File: src/rtl/tsd_pkg.sv
// Shared types, constants and the CRC-8 helper for the thermometer scratchpad decoder.
package tsd_pkg;

    localparam int unsigned SENSOR_COUNT = 4;
    localparam int unsigned SENSOR_W     = 2;
    localparam int unsigned FOUND_W      = 3;
    localparam int unsigned TEMP_W       = 16;
    localparam int unsigned FRAME_BYTES  = 9;
    localparam int unsigned POS_W        = 4;
    localparam int unsigned CFG_INDEX_W  = 3;
    localparam int unsigned CFG_DATA_W   = 16;
    localparam int unsigned QUEUE_DEPTH  = 2;
    localparam int unsigned QUEUE_PTR_W  = 1;
    localparam int unsigned QUEUE_CNT_W  = 2;

    localparam logic [POS_W-1:0] POS_TEMP_LOW  = POS_W'(0);
    localparam logic [POS_W-1:0] POS_TEMP_HIGH = POS_W'(1);
    localparam logic [POS_W-1:0] POS_CONFIG    = POS_W'(4);
    localparam logic [POS_W-1:0] POS_LAST      = POS_W'(FRAME_BYTES - 1);

    localparam logic [7:0] CRC_POLY = 8'h8C;

    // Register indexes of the configuration port
    localparam logic [CFG_INDEX_W-1:0] REG_SENSORS_FOUND = 3'd0;
    localparam logic [CFG_INDEX_W-1:0] REG_CORRECTION_0  = 3'd1;
    localparam logic [CFG_INDEX_W-1:0] REG_CORRECTION_1  = 3'd2;
    localparam logic [CFG_INDEX_W-1:0] REG_CORRECTION_2  = 3'd3;
    localparam logic [CFG_INDEX_W-1:0] REG_CORRECTION_3  = 3'd4;

    // Result status codes
    typedef logic [1:0] status_t;
    localparam status_t ST_OK    = 2'd0;
    localparam status_t ST_RANGE = 2'd1;
    localparam status_t ST_ZERO  = 2'd2;
    localparam status_t ST_CRC   = 2'd3;

    // Resolution field codes (byte 4 bits 6..5)
    localparam logic [1:0] RES_9BIT  = 2'd0;
    localparam logic [1:0] RES_10BIT = 2'd1;
    localparam logic [1:0] RES_11BIT = 2'd2;
    localparam logic [1:0] RES_12BIT = 2'd3;

    typedef struct packed {
        logic [7:0]          scratch_byte;
        logic [SENSOR_W-1:0] sensor;
        logic                all_sensors;
    } in_item_t;

    typedef struct packed {
        status_t                  status;
        logic signed [TEMP_W-1:0] temperature;
    } out_item_t;

    // Classified frame handed from the front to the back
    typedef struct packed {
        status_t             status;
        logic [TEMP_W-1:0]   raw;
        logic [SENSOR_W-1:0] corr_sel;
    } frame_t;

    typedef logic [SENSOR_COUNT-1:0][TEMP_W-1:0] corr_array_t;

    // Dallas CRC-8, reflected, one byte
    function automatic logic [7:0] crc8_update(input logic [7:0] crc, input logic [7:0] data);
        logic [7:0] c;
        c = crc ^ data;
        for (int i = 0; i < 8; i++) begin
            c = c[0] ? ((c >> 1) ^ CRC_POLY) : (c >> 1);
        end
        return c;
    endfunction

endpackage

File: src/rtl/tsd_front.sv
// Front end: takes scratchpad bytes, runs the CRC and classifies each finished frame.
module tsd_front (
    input  logic                          clk,
    input  logic                          rst_n,
    input  logic                          push,
    output logic                          full,
    input  tsd_pkg::in_item_t             scratch,
    input  logic [tsd_pkg::FOUND_W-1:0]   sensors_found,
    output logic                          frame_push,
    output tsd_pkg::frame_t               frame,
    input  logic                          queue_full
);
    import tsd_pkg::*;

    logic [POS_W-1:0]    pos_reg, pos_next;
    logic [7:0]          crc_reg, crc_next;
    logic                nz_reg, nz_next;
    logic [7:0]          tlo_reg, tlo_next;
    logic [7:0]          thi_reg, thi_next;
    logic [1:0]          res_reg, res_next;
    logic [SENSOR_W-1:0] sensor_reg, sensor_next;
    logic                all_reg, all_next;

    logic                accept;
    logic                first;
    logic                last;
    logic [7:0]          crc_base;
    logic [SENSOR_W-1:0] sensor_eff;
    logic                all_eff;
    logic                range_bad;
    logic [TEMP_W-1:0]   raw_full;
    logic [TEMP_W-1:0]   raw_masked;

    // Stall only on the closing byte when the queue cannot take the frame
    assign first  = (pos_reg == POS_TEMP_LOW);
    assign last   = (pos_reg == POS_LAST);
    assign full   = last && queue_full;
    assign accept = push && !full;

    assign crc_base   = first ? 8'h00 : crc_reg;
    assign sensor_eff = first ? scratch.sensor : sensor_reg;
    assign all_eff    = first ? scratch.all_sensors : all_reg;

    // Byte-by-byte accumulation
    always_comb
    begin
        pos_next    = pos_reg;
        crc_next    = crc_reg;
        nz_next     = nz_reg;
        tlo_next    = tlo_reg;
        thi_next    = thi_reg;
        res_next    = res_reg;
        sensor_next = sensor_reg;
        all_next    = all_reg;
        if (accept)
        begin
            crc_next    = crc8_update(crc_base, scratch.scratch_byte);
            nz_next     = (first ? 1'b0 : nz_reg) | (scratch.scratch_byte != 8'h00);
            sensor_next = sensor_eff;
            all_next    = all_eff;
            if (pos_reg == POS_TEMP_LOW)
                tlo_next = scratch.scratch_byte;
            if (pos_reg == POS_TEMP_HIGH)
                thi_next = scratch.scratch_byte;
            if (pos_reg == POS_CONFIG)
                res_next = scratch.scratch_byte[6:5];
            pos_next = last ? POS_TEMP_LOW : pos_reg + POS_W'(1);
        end
    end

    // Clear low bits according to resolution
    assign raw_full = {thi_reg, tlo_reg};
    always_comb
    begin
        unique case (res_reg)
            RES_9BIT:  raw_masked = raw_full & ~TEMP_W'(7);
            RES_10BIT: raw_masked = raw_full & ~TEMP_W'(3);
            RES_11BIT: raw_masked = raw_full & ~TEMP_W'(1);
            RES_12BIT: raw_masked = raw_full;
            default:   raw_masked = raw_full;
        endcase
    end

    // Classify the frame on its closing byte
    assign range_bad = !all_eff &&
                       (({1'b0, sensor_eff} >= sensors_found) ||
                        (32'(sensor_eff) >= SENSOR_COUNT));

    always_comb
    begin
        if (range_bad)
            frame.status = ST_RANGE;
        else if (!nz_next)
            frame.status = ST_ZERO;
        else if (crc_next != 8'h00)
            frame.status = ST_CRC;
        else
            frame.status = ST_OK;
        frame.raw      = raw_masked;
        frame.corr_sel = all_eff ? '0 : sensor_eff;
    end

    assign frame_push = accept && last;

    always_ff @(posedge clk or negedge rst_n)
    begin
        if (!rst_n)
        begin
            pos_reg    <= '0;
            crc_reg    <= '0;
            nz_reg     <= 1'b0;
            tlo_reg    <= '0;
            thi_reg    <= '0;
            res_reg    <= '0;
            sensor_reg <= '0;
            all_reg    <= 1'b0;
        end
        else
        begin
            pos_reg    <= pos_next;
            crc_reg    <= crc_next;
            nz_reg     <= nz_next;
            tlo_reg    <= tlo_next;
            thi_reg    <= thi_next;
            res_reg    <= res_next;
            sensor_reg <= sensor_next;
            all_reg    <= all_next;
        end
    end

`ifndef SYNTHESIS
    a_pos_range: assert property (@(posedge clk) disable iff (!rst_n)
        32'(pos_reg) < FRAME_BYTES)
        else $error("front byte position out of range");

    a_wrap: assert property (@(posedge clk) disable iff (!rst_n)
        frame_push |=> pos_reg == POS_TEMP_LOW)
        else $error("byte position did not restart after closing byte");
`endif

endmodule

File: src/rtl/tsd_queue.sv
// Short queue of classified frames between the front and the back.
module tsd_queue (
    input  logic            clk,
    input  logic            rst_n,
    input  logic            wr_en,
    input  tsd_pkg::frame_t wr_data,
    output logic            q_full,
    input  logic            rd_en,
    output tsd_pkg::frame_t rd_data,
    output logic            q_empty
);
    import tsd_pkg::*;

    frame_t                 mem_reg [QUEUE_DEPTH];
    logic [QUEUE_PTR_W-1:0] wr_ptr_reg, wr_ptr_next;
    logic [QUEUE_PTR_W-1:0] rd_ptr_reg, rd_ptr_next;
    logic [QUEUE_CNT_W-1:0] cnt_reg, cnt_next;
    logic                   do_wr;
    logic                   do_rd;

    assign q_full  = (32'(cnt_reg) == QUEUE_DEPTH);
    assign q_empty = (cnt_reg == '0);
    assign do_wr   = wr_en && !q_full;
    assign do_rd   = rd_en && !q_empty;
    assign rd_data = mem_reg[rd_ptr_reg];

    // Advance pointers and count
    always_comb
    begin
        wr_ptr_next = do_wr ? wr_ptr_reg + QUEUE_PTR_W'(1) : wr_ptr_reg;
        rd_ptr_next = do_rd ? rd_ptr_reg + QUEUE_PTR_W'(1) : rd_ptr_reg;
        cnt_next    = cnt_reg + QUEUE_CNT_W'(do_wr) - QUEUE_CNT_W'(do_rd);
    end

    always_ff @(posedge clk or negedge rst_n)
    begin
        if (!rst_n)
        begin
            wr_ptr_reg <= '0;
            rd_ptr_reg <= '0;
            cnt_reg    <= '0;
        end
        else
        begin
            wr_ptr_reg <= wr_ptr_next;
            rd_ptr_reg <= rd_ptr_next;
            cnt_reg    <= cnt_next;
        end
    end

    // Store entries
    always_ff @(posedge clk)
    begin
        if (do_wr)
            mem_reg[wr_ptr_reg] <= wr_data;
    end

`ifndef SYNTHESIS
    a_no_overflow: assert property (@(posedge clk) disable iff (!rst_n)
        wr_en |-> !q_full)
        else $error("frame pushed into a full queue");

    a_cnt_bound: assert property (@(posedge clk) disable iff (!rst_n)
        32'(cnt_reg) <= QUEUE_DEPTH)
        else $error("queue count beyond depth");
`endif

endmodule

File: src/rtl/tsd_back.sv
// Back end: applies the sensor correction and holds the result for the consumer.
module tsd_back (
    input  logic                  clk,
    input  logic                  rst_n,
    input  logic                  q_empty,
    input  tsd_pkg::frame_t       q_data,
    output logic                  q_pop,
    input  tsd_pkg::corr_array_t  corrections,
    output logic                  empty,
    input  logic                  pop,
    output tsd_pkg::out_item_t    reading
);
    import tsd_pkg::*;

    logic      valid_reg, valid_next;
    out_item_t out_reg, out_next;
    logic      load;

    // Take a frame when the output slot is free or being drained
    assign load  = !q_empty && (!valid_reg || pop);
    assign q_pop = load;

    always_comb
    begin
        valid_next = valid_reg;
        out_next   = out_reg;
        if (pop && valid_reg)
            valid_next = 1'b0;
        if (load)
        begin
            valid_next         = 1'b1;
            out_next.status    = q_data.status;
            out_next.temperature = (q_data.status == ST_OK) ?
                TEMP_W'(q_data.raw + corrections[q_data.corr_sel]) : '0;
        end
    end

    always_ff @(posedge clk or negedge rst_n)
    begin
        if (!rst_n)
            valid_reg <= 1'b0;
        else
            valid_reg <= valid_next;
    end

    // Payload register
    always_ff @(posedge clk)
    begin
        out_reg <= out_next;
    end

    assign empty   = !valid_reg;
    assign reading = out_reg;

`ifndef SYNTHESIS
    a_err_zero: assert property (@(posedge clk) disable iff (!rst_n)
        valid_reg && (reading.status != ST_OK) |-> reading.temperature == '0)
        else $error("error result carries a nonzero temperature");
`endif

endmodule

File: src/rtl/thermometer_scratchpad_decoder.sv
// Top level of the thermometer scratchpad decoder with its configuration registers.
//
// Feed the nine scratchpad bytes of a frame one per transfer, byte 0 first;
// sensor and all_sensors are sampled with byte 0. Bytes are taken at one per
// clock unless full. Each ninth byte produces one result. The classified
// frame enters a two-entry queue at the edge that takes the ninth byte. When
// the output register is free, the result is on the result ports after the
// next clock edge. full rises only on a ninth byte while the queue already
// holds two frames that the consumer has not drained. Status is 0 ok,
// 1 sensor out of range, 2 all bytes zero, 3 CRC mismatch; error results
// carry temperature 0. Configuration (index 0 sensors_found, 1..4
// correction_0..3) is to be written only while idle.
module thermometer_scratchpad_decoder (
    input  logic                              clk,
    input  logic                              rst_n,
    input  logic                              push,
    output logic                              full,
    input  tsd_pkg::in_item_t                 scratch,
    output logic                              empty,
    input  logic                              pop,
    output tsd_pkg::out_item_t                reading,
    input  logic                              cfg_write,
    input  logic [tsd_pkg::CFG_INDEX_W-1:0]   cfg_index,
    input  logic [tsd_pkg::CFG_DATA_W-1:0]    cfg_data
);
    import tsd_pkg::*;

    logic [FOUND_W-1:0] found_reg, found_next;
    corr_array_t        corr_reg, corr_next;

    logic   frame_push;
    frame_t frame;
    logic   q_full;
    logic   q_empty;
    logic   q_pop;
    frame_t q_data;

    // Register writes
    always_comb
    begin
        found_next = found_reg;
        corr_next  = corr_reg;
        if (cfg_write)
        begin
            unique case (cfg_index)
                REG_SENSORS_FOUND: found_next  = cfg_data[FOUND_W-1:0];
                REG_CORRECTION_0:  corr_next[0] = cfg_data[TEMP_W-1:0];
                REG_CORRECTION_1:  corr_next[1] = cfg_data[TEMP_W-1:0];
                REG_CORRECTION_2:  corr_next[2] = cfg_data[TEMP_W-1:0];
                REG_CORRECTION_3:  corr_next[3] = cfg_data[TEMP_W-1:0];
                default:           found_next  = found_reg;
            endcase
        end
    end

    always_ff @(posedge clk or negedge rst_n)
    begin
        if (!rst_n)
        begin
            found_reg <= '0;
            corr_reg  <= '0;
        end
        else
        begin
            found_reg <= found_next;
            corr_reg  <= corr_next;
        end
    end

    tsd_front u_front (
        .clk           (clk),
        .rst_n         (rst_n),
        .push          (push),
        .full          (full),
        .scratch       (scratch),
        .sensors_found (found_reg),
        .frame_push    (frame_push),
        .frame         (frame),
        .queue_full    (q_full)
    );

    tsd_queue u_queue (
        .clk     (clk),
        .rst_n   (rst_n),
        .wr_en   (frame_push),
        .wr_data (frame),
        .q_full  (q_full),
        .rd_en   (q_pop),
        .rd_data (q_data),
        .q_empty (q_empty)
    );

    tsd_back u_back (
        .clk         (clk),
        .rst_n       (rst_n),
        .q_empty     (q_empty),
        .q_data      (q_data),
        .q_pop       (q_pop),
        .corrections (corr_reg),
        .empty       (empty),
        .pop         (pop),
        .reading     (reading)
    );

endmodule

File: config.mk
export PLATFORM = sky130hd
export DESIGN_NAME = thermometer_scratchpad_decoder
export DESIGN_NICKNAME = d
export VERILOG_FILES = /design/src/rtl/tsd_pkg.sv /design/src/rtl/tsd_front.sv /design/src/rtl/tsd_queue.sv /design/src/rtl/tsd_back.sv /design/src/rtl/thermometer_scratchpad_decoder.sv
export SDC_FILE = /design/constraint.sdc
export NUM_CORES = 1
export LEC_CHECK = 0
export BUFFER_PORTS_ARGS = -buffer_cell sky130_fd_sc_hd__buf_2
export CAP_MARGIN = 10
export CORE_AREA = 8 8 163 119
export CTS_CLUSTER_SIZE = 40
export DETAILED_ROUTE_END_ITERATION = 10
export DIE_AREA = 0 0 171 127
export MAX_ROUTING_LAYER = met4
export SLEW_MARGIN = 30
export SYNTH_ARGS = -nofsm -noshare
export SYNTH_HDL_FRONTEND = slang
export SYNTH_SLANG_ARGS = --single-unit
File: constraint.sdc
create_clock -name clk -period 8.95 [get_ports clk]
set_input_delay 1.3425 -clock clk [delete_from_list [all_inputs] [get_ports clk]]
set_output_delay 1.3425 -clock clk [all_outputs]
set_load 0.01 [all_outputs]
# [After elaboration in Yosys (flattened, before gate mapping)]
# Memories as Yosys holds them, arrays and structs flattened.
# Index checks and enable logic that the tools add are counted.
[classes] magnitude_cmp=2 n_mux=26 bitwise_logic=10 add_sub_neg=6 reduce_logical=30 eq_ne=11
[op_table] cell="8-bit two-way mux" count=10
[op_table] cell="16-bit case mux with 4 select lines" count=1
[op_table] cell="16-bit binary-select mux with 2-bit select" count=1
[op_table] cell="2-bit inverter with 3-bit output" count=8
[op_table] cell="16-bit adder" count=1
[op_table] cell="16-bit two-way mux" count=1
[op_table] cell="2-bit AND reduction" count=8
[op_table] cell="8-bit nonzero test" count=2
[op_table] cell="2-bit two-way mux" count=5
[op_table] cell="1-bit logical AND" count=8
[op_table] cell="8-bit bitwise XOR" count=1
[op_table] cell="1-bit two-way mux" count=7
[op_table] cell="2-bit == test, second input constant" count=3
[op_table] cell="3-bit by 2-bit == test with 1-bit output, second input constant" count=2
[op_table] cell="2-bit logical NOT" count=3
[op_table] cell="1-bit logical NOT" count=5
[op_table] cell="4-bit by 1-bit adder with 4-bit output, second input constant" count=1
[op_table] cell="4-bit by 1-bit == test with 1-bit output, second input constant" count=1
[op_table] cell="4-bit by 3-bit == test with 1-bit output, second input constant" count=1
[op_table] cell="4-bit == test, second input constant" count=1
[op_table] cell="4-bit logical NOT" count=1
[op_table] cell="4-bit two-way mux" count=1
[op_table] cell="3-bit by 1-bit == test with 1-bit output, second input constant" count=1
[op_table] cell="3-bit == test, second input constant" count=1
[op_table] cell="10 further kinds" count=11
[word_totals] n_memories=1 ram_bits=40 reg_bits=124
[memory_table] memory="u_queue.mem_reg" depth=2 width=20 read_ports=1 rd_ports_with_merged_regs=0 write_ports=1 line_no="tsd_queue.sv:14" text="frame_t mem_reg [QUEUE_DEPTH];"

# [Longest topological paths before layout]
# Gate-level depths: netlist (run 1).
[depth] word_depth=24 depth_mapped=14 ltp_nobuf=13

# [Cells and area by module]
# A second synthesis (run 1) with hierarchy kept.
[hier_totals] hier_cells=574 area_unflattened_um2=8107.8
[modules_own_cells] mod="thermometer_scratchpad_decoder" cells_each=146 n_inst=1 area_per_inst_um2=2590.0 seq_area_each_um2=1676.6
[modules_own_cells] mod="tsd_front" cells_each=186 n_inst=1 area_per_inst_um2=2054.5 seq_area_each_um2=850.8
[modules_own_cells] mod="tsd_back" cells_each=162 n_inst=1 area_per_inst_um2=1814.2 seq_area_each_um2=565.5
[modules_own_cells] mod="tsd_queue" cells_each=80 n_inst=1 area_per_inst_um2=1649.1 seq_area_each_um2=1301.2

# [Worst setup path after synthesis (run 1)]
# No wires, ideal clock.
[synth_timing] path_kind="register to register" from="register u_queue.rd_ptr_reg" to="register u_back.out_reg (netlist bit u_back.reading[14]), data pin" arrival_time_ns=3.768 path_slack_ns=5.036 path_stages_with_launch=13 path_cell_list="dfrtp_1 -> mux2i_1 -> clkbuf_1 -> mux4_2 -> ha_1 -> nor2b_1 -> o21ai_0 -> a21boi_0 -> o21bai_1 -> a21oi_1 -> o2111ai_1 -> a21o_1 -> a21oi_1"
[synth_between] elab_chain_cells=4 elab_cells_between_ends=5 classes_between="add/sub (1); mux (2); reduce/logical (1); memory (1)"
[synth_rtl] element="start, declared" line_no="tsd_queue.sv:16" text="logic [QUEUE_PTR_W-1:0] rd_ptr_reg, rd_ptr_next;"
[synth_rtl] element="start signal, assigned" line_no="tsd_queue.sv:46" text="rd_ptr_reg <= rd_ptr_next;"
[synth_rtl] element="memory 2 x 20 bit (*)"
[synth_rtl] element="16-bit binary-select mux with 2-bit select" line_no="tsd_back.sv:34" text="TEMP_W'(q_data.raw + corrections[q_data.corr_sel]) : '0;"
[synth_rtl] element="16-bit two-way mux (not written as such)" line_no="tsd_back.sv:34"
[synth_rtl] element="16-bit adder" line_no="tsd_back.sv:34"
[synth_rtl] element="end signal, assigned" line_no="tsd_back.sv:49" text="out_reg <= out_next;"
[synth_rtl] element="end, declared" line_no="tsd_back.sv:16" text="out_item_t out_reg, out_next;"
# Every way passes the cells marked *; elsewhere a longest branch is shown, timed or not. The select of a mux whose other input is x is not followed.
# A chain may end at the register's enable or synchronous reset.

# [Final worst setup path (run 1)]
# Same ends and word-level chain as after synthesis.

==> results of run 1 <==
==> power groups by stage <==
stage	logic (mW)	registers, mW	clock network, mW
after global routing	1.30	1.19	0.754
after floorplan	0.896	1.14	0
after global placement	1.16	1.17	0
after detailed placement	1.18	1.18	0
after CTS	1.19	1.16	0.724
final	1.18	1.16	0.706
==> worst max-delay path, delay by kind of cell, from the launching register on <==
family / cells / cell delay, ns
multiplexers: 2 / 0.58
flip-flops: 1 / 0.57
AO/OA/AOI/OAI: 7 / 1.38
buffers and inverters: 2 / 0.42
AND/OR/NAND/NOR: 1 / 0.18
adder cells (fa/ha/maj): 2 / 0.54
==> routing by layer <==
layer	up-vias	wire length (um)	track usage
met5	-	0	-
met4	0	110	0.0428
met3	8	779	0.0434
met2	97	6840	0.220
met1	2237	8450	0.238
li1	2138	-	-
==> worst paths after layout <==
| kind | slack [ns] | endpoint | startpoint |
|---|---|---|---|
| min in group asynchronous | 0.89 | u_front.sensor_reg[1] | rst_n |
| max in group asynchronous | 6.82 | u_back.valid_reg | rst_n |
| hold / removal | 0.47 | u_queue.mem_reg[0][9] | u_front.tlo_reg[7] |
| setup reg to reg | 5.12 | u_back.reading[14] | u_queue.rd_ptr_reg |
| setup / recovery | 5.12 | u_back.reading[14] | u_queue.rd_ptr_reg |
| hold reg to reg | 0.47 | u_queue.mem_reg[0][9] | u_front.tlo_reg[7] |
==> stage by stage <==
stage                util  cell area, sq um  cells  hold slack, ns
floorplan               -              7720    549           0.438
global placement    0.492              8280    822           0.451
detailed placement  0.493              8290    822           0.458
CTS                 0.528              8880    854           0.473
global route        0.529              8900    855           0.488
finish              0.529              8900    855           0.471
==> kinds of logic after synthesis <==
group,synth area share
buffers and inverters,0.0190
multiplexers,0.203
AND/OR/NAND/NOR,0.0755
AO/OA/AOI/OAI,0.0548
XOR/XNOR,0.0403
flip-flops,0.569
adder cells (fa/ha/maj),0.0382
==> layout make-up <==
cell class	count	area, sq um
well taps	231	289
inverters	18	67.6
clock inverters	9	67.6
multi-input cells	349	3230
clock buffers	23	520
flip-flops and latches	164	4390
repair buffers	61	329
fillers	1435	7920
==> synth_stat cells, drive strengths merged (4+ instances only) <==
master | number | share of area
a211oi | 6 | 0.012
a21o | 5 | 0.0049
a21oi | 15 | 0.0097
clkbuf | 15 | 0.0073
dfrtp | 106 | 0.34
edfxtp | 58 | 0.23
ha | 22 | 0.036
inv | 18 | 0.0087
mux2 | 103 | 0.15
mux2i | 5 | 0.0065
mux4 | 16 | 0.047
nand2 | 33 | 0.016
nand3 | 5 | 0.0032
nor2 | 23 | 0.011
nor2b | 15 | 0.012
nor3 | 8 | 0.0052
nor4bb | 4 | 0.0052
o21ai | 22 | 0.014
xnor2 | 19 | 0.023
xor2 | 8 | 0.0091
==> results.txt, run 1 <==
----------------------------------------------------
[Clocking]
  Post-CTS setup repair buffer count ... 0
  Worst skew pair latency ... 0.42 ns
  Sink count of the clock tree ... 164
  CTS tree ... done
  Post_cts resized ... 0
  CTS buffer count ... 17
  H-tree depth ... 4
  Clock transition at path regs ... 0.06 ns
  Cell at the root of the clock tree ... sky130_fd_sc_hd__clkbuf_16
  Number of buffers added to fix hold violations after cts ... 0
  Max Buffers Root-to-Sink ... 2

[Timing]
  Worst relative slew slack ... 0.381
  Final period utilization ... 0.428
  Final critical-path required period ... 3.83 ns
  Final Max Slew Viols ... 0
  Worst-case setup margin in the final layout ... 5.12 ns
  Maximum achievable frequency ... 261 MHz
  Unrepaired setup endpoints after global routing ... false
  Setup TNS ... 0 ns
  Final Hold Vio Count ... 0
  Final worst clock skew ... 0.00950 ns
  Tightest Pin Transition ... 0.928 ns
  Number of endpoints failing setup at the final stage ... 0

[Power]
  Maximum resistive drop on vdd ... 0.149 mV
  Psw ... 1.03 mW
  Total Power Consumption ... 3.05 mW
  Part of the total power dissipated in the clock network ... 0.231
  Leakage power ... 3.68 nW
  Flop pwr share ... 0.381
  Combinational share of power ... 0.388
  Power per Cell Area ... 343 mW/mm^2
  Sw Share ... 0.339
  Pint ... 2.02 mW

[Routing]
  Number of violations reported at the end of detailed-routing iteration 0 ... 273
  Residual antenna-violating net count after detailed routing ... 0
  Per-cell via count in the routed design ... 5.24
  Post-detailed-route wirelength per cell ... 18.9 um
  Total wire length after detailed routing ... 16200 um
  Length of the first detailed-routing pass in iterations ... 4
  Number of vias after detailed routing ... 4480
  Final routed DRC violation total ... 0

[Synthesis]
  Yosys reg bits ... 164
  Proportion of synthesized chip area in sequential cells ... 0.569
  Post-synthesis instance area ... 0.00772 sq mm
  Number of synthesized flops with an enable pin ... 58
  Average cell area after synthesis ... 14.1 sq um
  Net count after synthesis ... 607
  Post-Synthesis Cells ... 549
  Ys async rst share ... 0.646
  Distinct cells, synth ... 52
  Number of warnings issued by yosys ... 0
  Most used flip-flop cell after synthesis ... sky130_fd_sc_hd__dfrtp_1

[Floorplanning]
  I/O pins ... 55
  Floorplan die area ... 0.0217 sq mm
  Initial core utilization ... 0.459
  CORE AREA ... 0.0168 sq mm
  Row cnt ... 40
  Floorplan die height ... 127 um
  Chip width ... 171 um

[Worst setup path]
  WS Path Type ... flip-flop to flip-flop
  Critical path's largest stage delay ... 0.57 ns
  Critical-path top delay cell ... sky130_fd_sc_hd__dfrtp_1
  Element type at the critical path start ... flip-flop
  Crit path arrival time ... 4.11 ns
  Kind of capture point of the worst setup path ... flip-flop
  Required time of the worst setup path ... 9.23 ns
  Top fanout value on the critical path ... 16
  Crit path top cell by count ... sky130_fd_sc_hd__a21oi_1
  Crit-path cells ... mux2i_2 > buf_4 > mux4_2 > ha_1 > inv_1 > fa_1 > nor2b_1 > o21ai_0 > a21boi_0 > o21bai_1 > a21oi_1 > o2111ai_1 > a21o_1 > a21oi_1
  Worst-case reg-to-reg path depth ... 14

[Placed design]
  Placed wire-length estimate after detailed placement ... 11500 um
  Final Wtd Congestion ... 0.831
  Worst-case setup slack after placement ... 5.03 ns
  Number of input and output port buffers inserted ... 54

[Layout]
  Commonest non-fill, non-tap cell in the layout ... sky130_fd_sc_hd__dfrtp_1
  Layout cell share with drive strength beyond 1 ... 0.367
  Max FFs per register ... 64
  Number of nets in the final layout ... 669
  Area grow syn2layout ... 15.2%
  Antenna Diode Count ... 0
  Most used cells in the layout excluding fill and tap cells ... 106 x sky130_fd_sc_hd__dfrtp_1, 103 x sky130_fd_sc_hd__mux2_2, 58 x sky130_fd_sc_hd__edfxtp_1

[Flow run]
  Number of violations of the max-capacitance limit ... 0

[Global routing]
  Antenna violations before repair ... 0
  Global-route wire length before repair ... 26200 um
  Pin count of the biggest net entering global routing ... 66
  Vias in the first global route ... 4618
  Remaining global-route overflow ... 0
  Overall fraction of global-route tracks in use ... 0.163

[Run status]
  Run status ... finished clean

[Worst hold path]
  Path class of the lowest-slack min-delay path ... flip-flop to flip-flop
  Worst hold path depth ... 0

----------------------------------------------------
(Power assumes the default switching activity.)
==> run 2, diff against run 1 <==
--- a/config.mk
+++ b/config.mk
@@ -5,13 +5,15 @@
 export SDC_FILE = /design/constraint.sdc
 export NUM_CORES = 1
 export LEC_CHECK = 0
+export ABC_AREA = 1
 export BUFFER_PORTS_ARGS = -buffer_cell sky130_fd_sc_hd__buf_2
 export CAP_MARGIN = 10
-export CORE_AREA = 8 8 163 119
+export CORE_AREA = 8 8 164 120
 export CTS_CLUSTER_SIZE = 40
 export DETAILED_ROUTE_END_ITERATION = 10
-export DIE_AREA = 0 0 171 127
+export DIE_AREA = 0 0 172 128
 export MAX_ROUTING_LAYER = met4
+export PLACE_DENSITY = 0.66
 export SLEW_MARGIN = 30
 export SYNTH_ARGS = -nofsm -noshare
 export SYNTH_HDL_FRONTEND = slang
==> constraint.sdc (replaced) <==
create_clock -name clk -period 3.2 [get_ports clk]
set_input_delay 0.48 -clock clk [delete_from_list [all_inputs] [get_ports clk]]
set_output_delay 0.48 -clock clk [all_outputs]
set_load 0.01 [all_outputs]
==> run 2 against run 1 <==
Compared with the run above: hold slack lost 0.39 ns; non-clock buffer count increased by 37; power rose to 3.0 times the previous value; via count grew 36%; register-to-register slack worse by 4.9 ns; combinational power grew to 3.4 times the previous value; cell count grew 41%; clock power rose to 2.8 times the previous value; sequential power increased to 2.7 times the previous value; worst setup slack got worse by 4.9 ns; global-route usage is 1.2 points higher; sequential share of layout area is 2.5 points lower; critical path type unchanged; critical endpoint is now u_back.reading[11].
==> results.txt, run 2 <==
----------------------------------------------------
[Synthesis]
  Cell taking the most area after synthesis ... sky130_fd_sc_hd__dfrtp_1
  Net count after synthesis ... 928 (+53%)
  Ranking of synthesized cells by instance count ... 274 x sky130_fd_sc_hd__nand2_1, 115 x sky130_fd_sc_hd__o21ai_0, 106 x sky130_fd_sc_hd__dfrtp_1
  Number of warnings issued by yosys ... 0 (unchanged)
  Average cell area after synthesis ... 9.01 sq um (-36%)
  Post-synthesis instance area ... 0.00784 sq mm (+1.5%)
  Top post-synthesis cells by area ... sky130_fd_sc_hd__dfrtp_1 34%, sky130_fd_sc_hd__edfxtp_1 22%, sky130_fd_sc_hd__nand2_1 13%, sky130_fd_sc_hd__o21ai_0 7.3%, sky130_fd_sc_hd__inv_1 3.6%
  Distinct cells, synth ... 40 (-23%)
  Number of synthesized flops with an enable pin ... 58 (unchanged)
  Yosys reg bits ... 164 (unchanged)
  Post-Synthesis Cells ... 870 (+58%)
  Most used flip-flop cell after synthesis ... sky130_fd_sc_hd__dfrtp_1
  Ys async rst share ... 0.646 (unchanged)
  Top-area cell type share of the netlist area ... 0.338 (-0.00504)
  Most common cell in the netlist ... sky130_fd_sc_hd__nand2_1
  Proportion of synthesized chip area in sequential cells ... 0.561 (-0.00835)

[Routing]
  Post-detailed-route wirelength per cell ... 14.8 um (-22%)
  Number of vias after detailed routing ... 6088 (+36%)
  Residual antenna-violating net count after detailed routing ... 0 (unchanged)
  Number of violations reported at the end of detailed-routing iteration 0 ... 570 (+110%)
  Total wire length after detailed routing ... 17800 um (+10%)
  Per-cell via count in the routed design ... 5.06 (-3.5%)
  Final routed DRC violation total ... 0 (unchanged)
  Length of the first detailed-routing pass in iterations ... 5 (+1)

[Power]
  Power per Cell Area ... 979 mW/mm^2 (+190%)
  Part of the total power dissipated in the clock network ... 0.214 (-0.017)
  Psw ... 3.54 mW (+240%)
  Combinational share of power ... 0.441 (+0.053)
  Leakage power ... 4.44 nW (+21%)
  Maximum resistive drop on vdd ... 0.521 mV (+250%)
  Flop pwr share ... 0.345 (-0.036)
  Total Power Consumption ... 9.17 mW (+200%)
  Sw Share ... 0.386 (+0.0471)
  Pint ... 5.63 mW (+180%)

[Placed design]
  Placed wire-length estimate after detailed placement ... 12400 um (+8.4%)
  Post-placement cell count ... 1166 (+42%)
  Number of input and output port buffers inserted ... 54 (unchanged)
  Final Wtd Congestion ... 0.916 (+10%)

[Timing]
  Maximum achievable frequency ... 331 MHz (+27%)
  Worst hold slack ... 0.0800 ns (-0.391 ns)
  Final critical-path required period ... 3.02 ns (-0.807 ns)
  Tightest Pin Transition ... 0.666 ns (-0.262 ns)
  Final period utilization ... 0.945 (+0.517)
  Final Max Slew Viols ... 0 (unchanged)
  Number of endpoints failing setup at the final stage ... 0 (unchanged)
  Unrepaired setup endpoints after global routing ... true
  Worst relative slew slack ... 0.556 (+0.175)
  Final Hold Vio Count ... 0 (unchanged)
  Final worst clock skew ... 0.00722 ns (-0.00228 ns)

[Layout]
  Layout cell share with drive strength beyond 1 ... 0.188 (-0.179)
  Commonest non-fill, non-tap cell in the layout ... sky130_fd_sc_hd__nand2_1
  Area grow syn2layout ... 19.5%
  Number of nets in the final layout ... 1013 (+51%)
  Most used cells in the layout excluding fill and tap cells ... 273 x sky130_fd_sc_hd__nand2_1, 108 x sky130_fd_sc_hd__o21ai_0, 106 x sky130_fd_sc_hd__dfrtp_1
  Antenna Diode Count ... 0 (unchanged)
  Max FFs per register ... 64 (unchanged)
  Count of placed standard cells in the final layout, fillers left out ... 1204 (+41%)

[Worst setup path]
  Crit path arrival time ... 3.20 ns (-0.91 ns)
  Required time of the worst setup path ... 3.37 ns (-5.86 ns)
  WS Path Type ... flip-flop to flip-flop
  Element type at the critical path start ... flip-flop
  Worst-case reg-to-reg path depth ... 14 (unchanged)
  Kind of capture point of the worst setup path ... flip-flop
  Top fanout value on the critical path ... 26 (+10)

[Worst hold path]
  Path class of the lowest-slack min-delay path ... input pin to asynchronous set/reset pin

[Floorplanning]
  Initial core utilization ... 0.452 (-0.00722)
  CORE AREA ... 0.0173 sq mm (+3.1%)
  Chip width ... 172 um (+0.58%)
  I/O pins ... 55 (unchanged)
  Floorplan die height ... 128 um (+0.79%)
  Row cnt ... 41 (+2.5%)
  Floorplan die area ... 0.0220 sq mm (+1.4%)

[Global routing]
  Vias in the first global route ... 5667 (+23%)
  Global-route wire length before repair ... 29400 um (+12%)
  Remaining global-route overflow ... 0 (unchanged)
  Antenna violations before repair ... 0 (unchanged)
  Overall fraction of global-route tracks in use ... 0.175 (+0.0123)
  Pin count of the biggest net entering global routing ... 59 (-11%)

[Clocking]
  CTS tree ... done
  Worst skew pair latency ... 0.43 ns (about the same)
  Max Buffers Root-to-Sink ... 2 (unchanged)
  CTS buffer count ... 17 (unchanged)
  Sink count of the clock tree ... 164 (unchanged)
  H-tree depth ... 4 (unchanged)
  Clock transition at path regs ... 0.06 ns (about the same)
  Cell at the root of the clock tree ... sky130_fd_sc_hd__clkbuf_16

[Flow run]
  Number of violations of the max-capacitance limit ... 0 (unchanged)

[Run status]
  Run status ... finished clean

----------------------------------------------------
run 2: cell families (layout without fill, tap and decap cells):
group	after synthesis	count (layout)	share of synthesized area
flops	164	164	0.561
buf+inv	111	209	0.0559
compound gates	189	189	0.133
mux	4	4	0.00511
xor+xnor	9	9	0.0120
fa+ha+maj	23	23	0.0377
simple gates	370	370	0.196
run 2: timing repair:
action	4_1_cts	5_1_grt
resized for setup	5	35
buffers inserted	0	6
hold buffers	0	0
pin swaps	1	17
endpoints found under the setup margin	4	9
run 2: power by group through the flow:
stage | logic (mW) | registers (mW) | clock network (mW)
finish | 4.05 | 3.16 | 1.96
global route | 4.54 | 3.23 | 2.09
CTS | 3.74 | 3.16 | 2.00
detailed placement | 3.69 | 3.19 | 0
global placement | 3.62 | 3.19 | 0
floorplan | 2.40 | 3.18 | 0
run 2: worst paths after layout:
| check | slack [ns] | start | endpoint |
|---|---|---|---|
| worst min register to register | 0.47 | u_front.thi_reg[7] | u_queue.mem_reg[0][17] |
| worst max-delay path | 0.18 | u_queue.rd_ptr_reg | u_back.reading[11] |
| min in group clk | 0.26 | pop | u_back.valid_reg |
| max in group asynchronous | 2.35 | rst_n | corr_reg[24] |
| worst min-delay path | 0.08 | rst_n | u_front.crc_reg[2] |
| worst max register to register | 0.18 | u_queue.rd_ptr_reg | u_back.reading[11] |
run 2: per-stage QoR:
| step | setup TNS (ns) | utilization | area [sq um] | setup slack [ns] |
|---|---|---|---|---|
| floorplan | -0.0718 | - | 7840 | -0.0718 |
| global placement | 0 | 0.496 | 8610 | 0.0373 |
| detailed placement | -0.242 | 0.496 | 8610 | -0.0904 |
| CTS | 0 | 0.530 | 9200 | 0.0292 |
| global route | -0.0367 | 0.540 | 9370 | -0.0221 |
| finish | 0 | 0.540 | 9370 | 0.175 |
run 2: layer usage:
layer / vias up / wire [um] / share of wire / global-route usage
met1: 2847 / 9340 / 0.52 / 0.261
li1: 3064 / - / - / -
met5: - / 0 / 0 / -
met4: 0 / 138 / 0.0077 / 0.0455
met2: 166 / 7410 / 0.42 / 0.238
met3: 11 / 942 / 0.053 / 0.0354
run 2: layout make-up:
type	count	area [sq um]
fillers	1640	7970
flip-flops and latches	164	4390
multi-input cells	595	3150
repair buffers	98	661
clock buffers	24	503
inverters	79	297
well taps	236	295
clock inverters	8	72.6
run 2: critical path: stages (launching register included):
cell and delay, ns:
sky130_fd_sc_hd__dfrtp_1 0.39, sky130_fd_sc_hd__buf_4 0.17, sky130_fd_sc_hd__mux2i_4 0.29, sky130_fd_sc_hd__buf_4 0.19
sky130_fd_sc_hd__buf_12 0.18, sky130_fd_sc_hd__a21oi_1 0.06, sky130_fd_sc_hd__a32oi_1 0.22, sky130_fd_sc_hd__ha_1 0.31
sky130_fd_sc_hd__a21oi_2 0.21, sky130_fd_sc_hd__inv_1 0.06, sky130_fd_sc_hd__a31oi_1 0.19, sky130_fd_sc_hd__o21ai_1 0.12
sky130_fd_sc_hd__a21boi_1 0.18, sky130_fd_sc_hd__buf_4 0.13, sky130_fd_sc_hd__a21oi_1 0.06
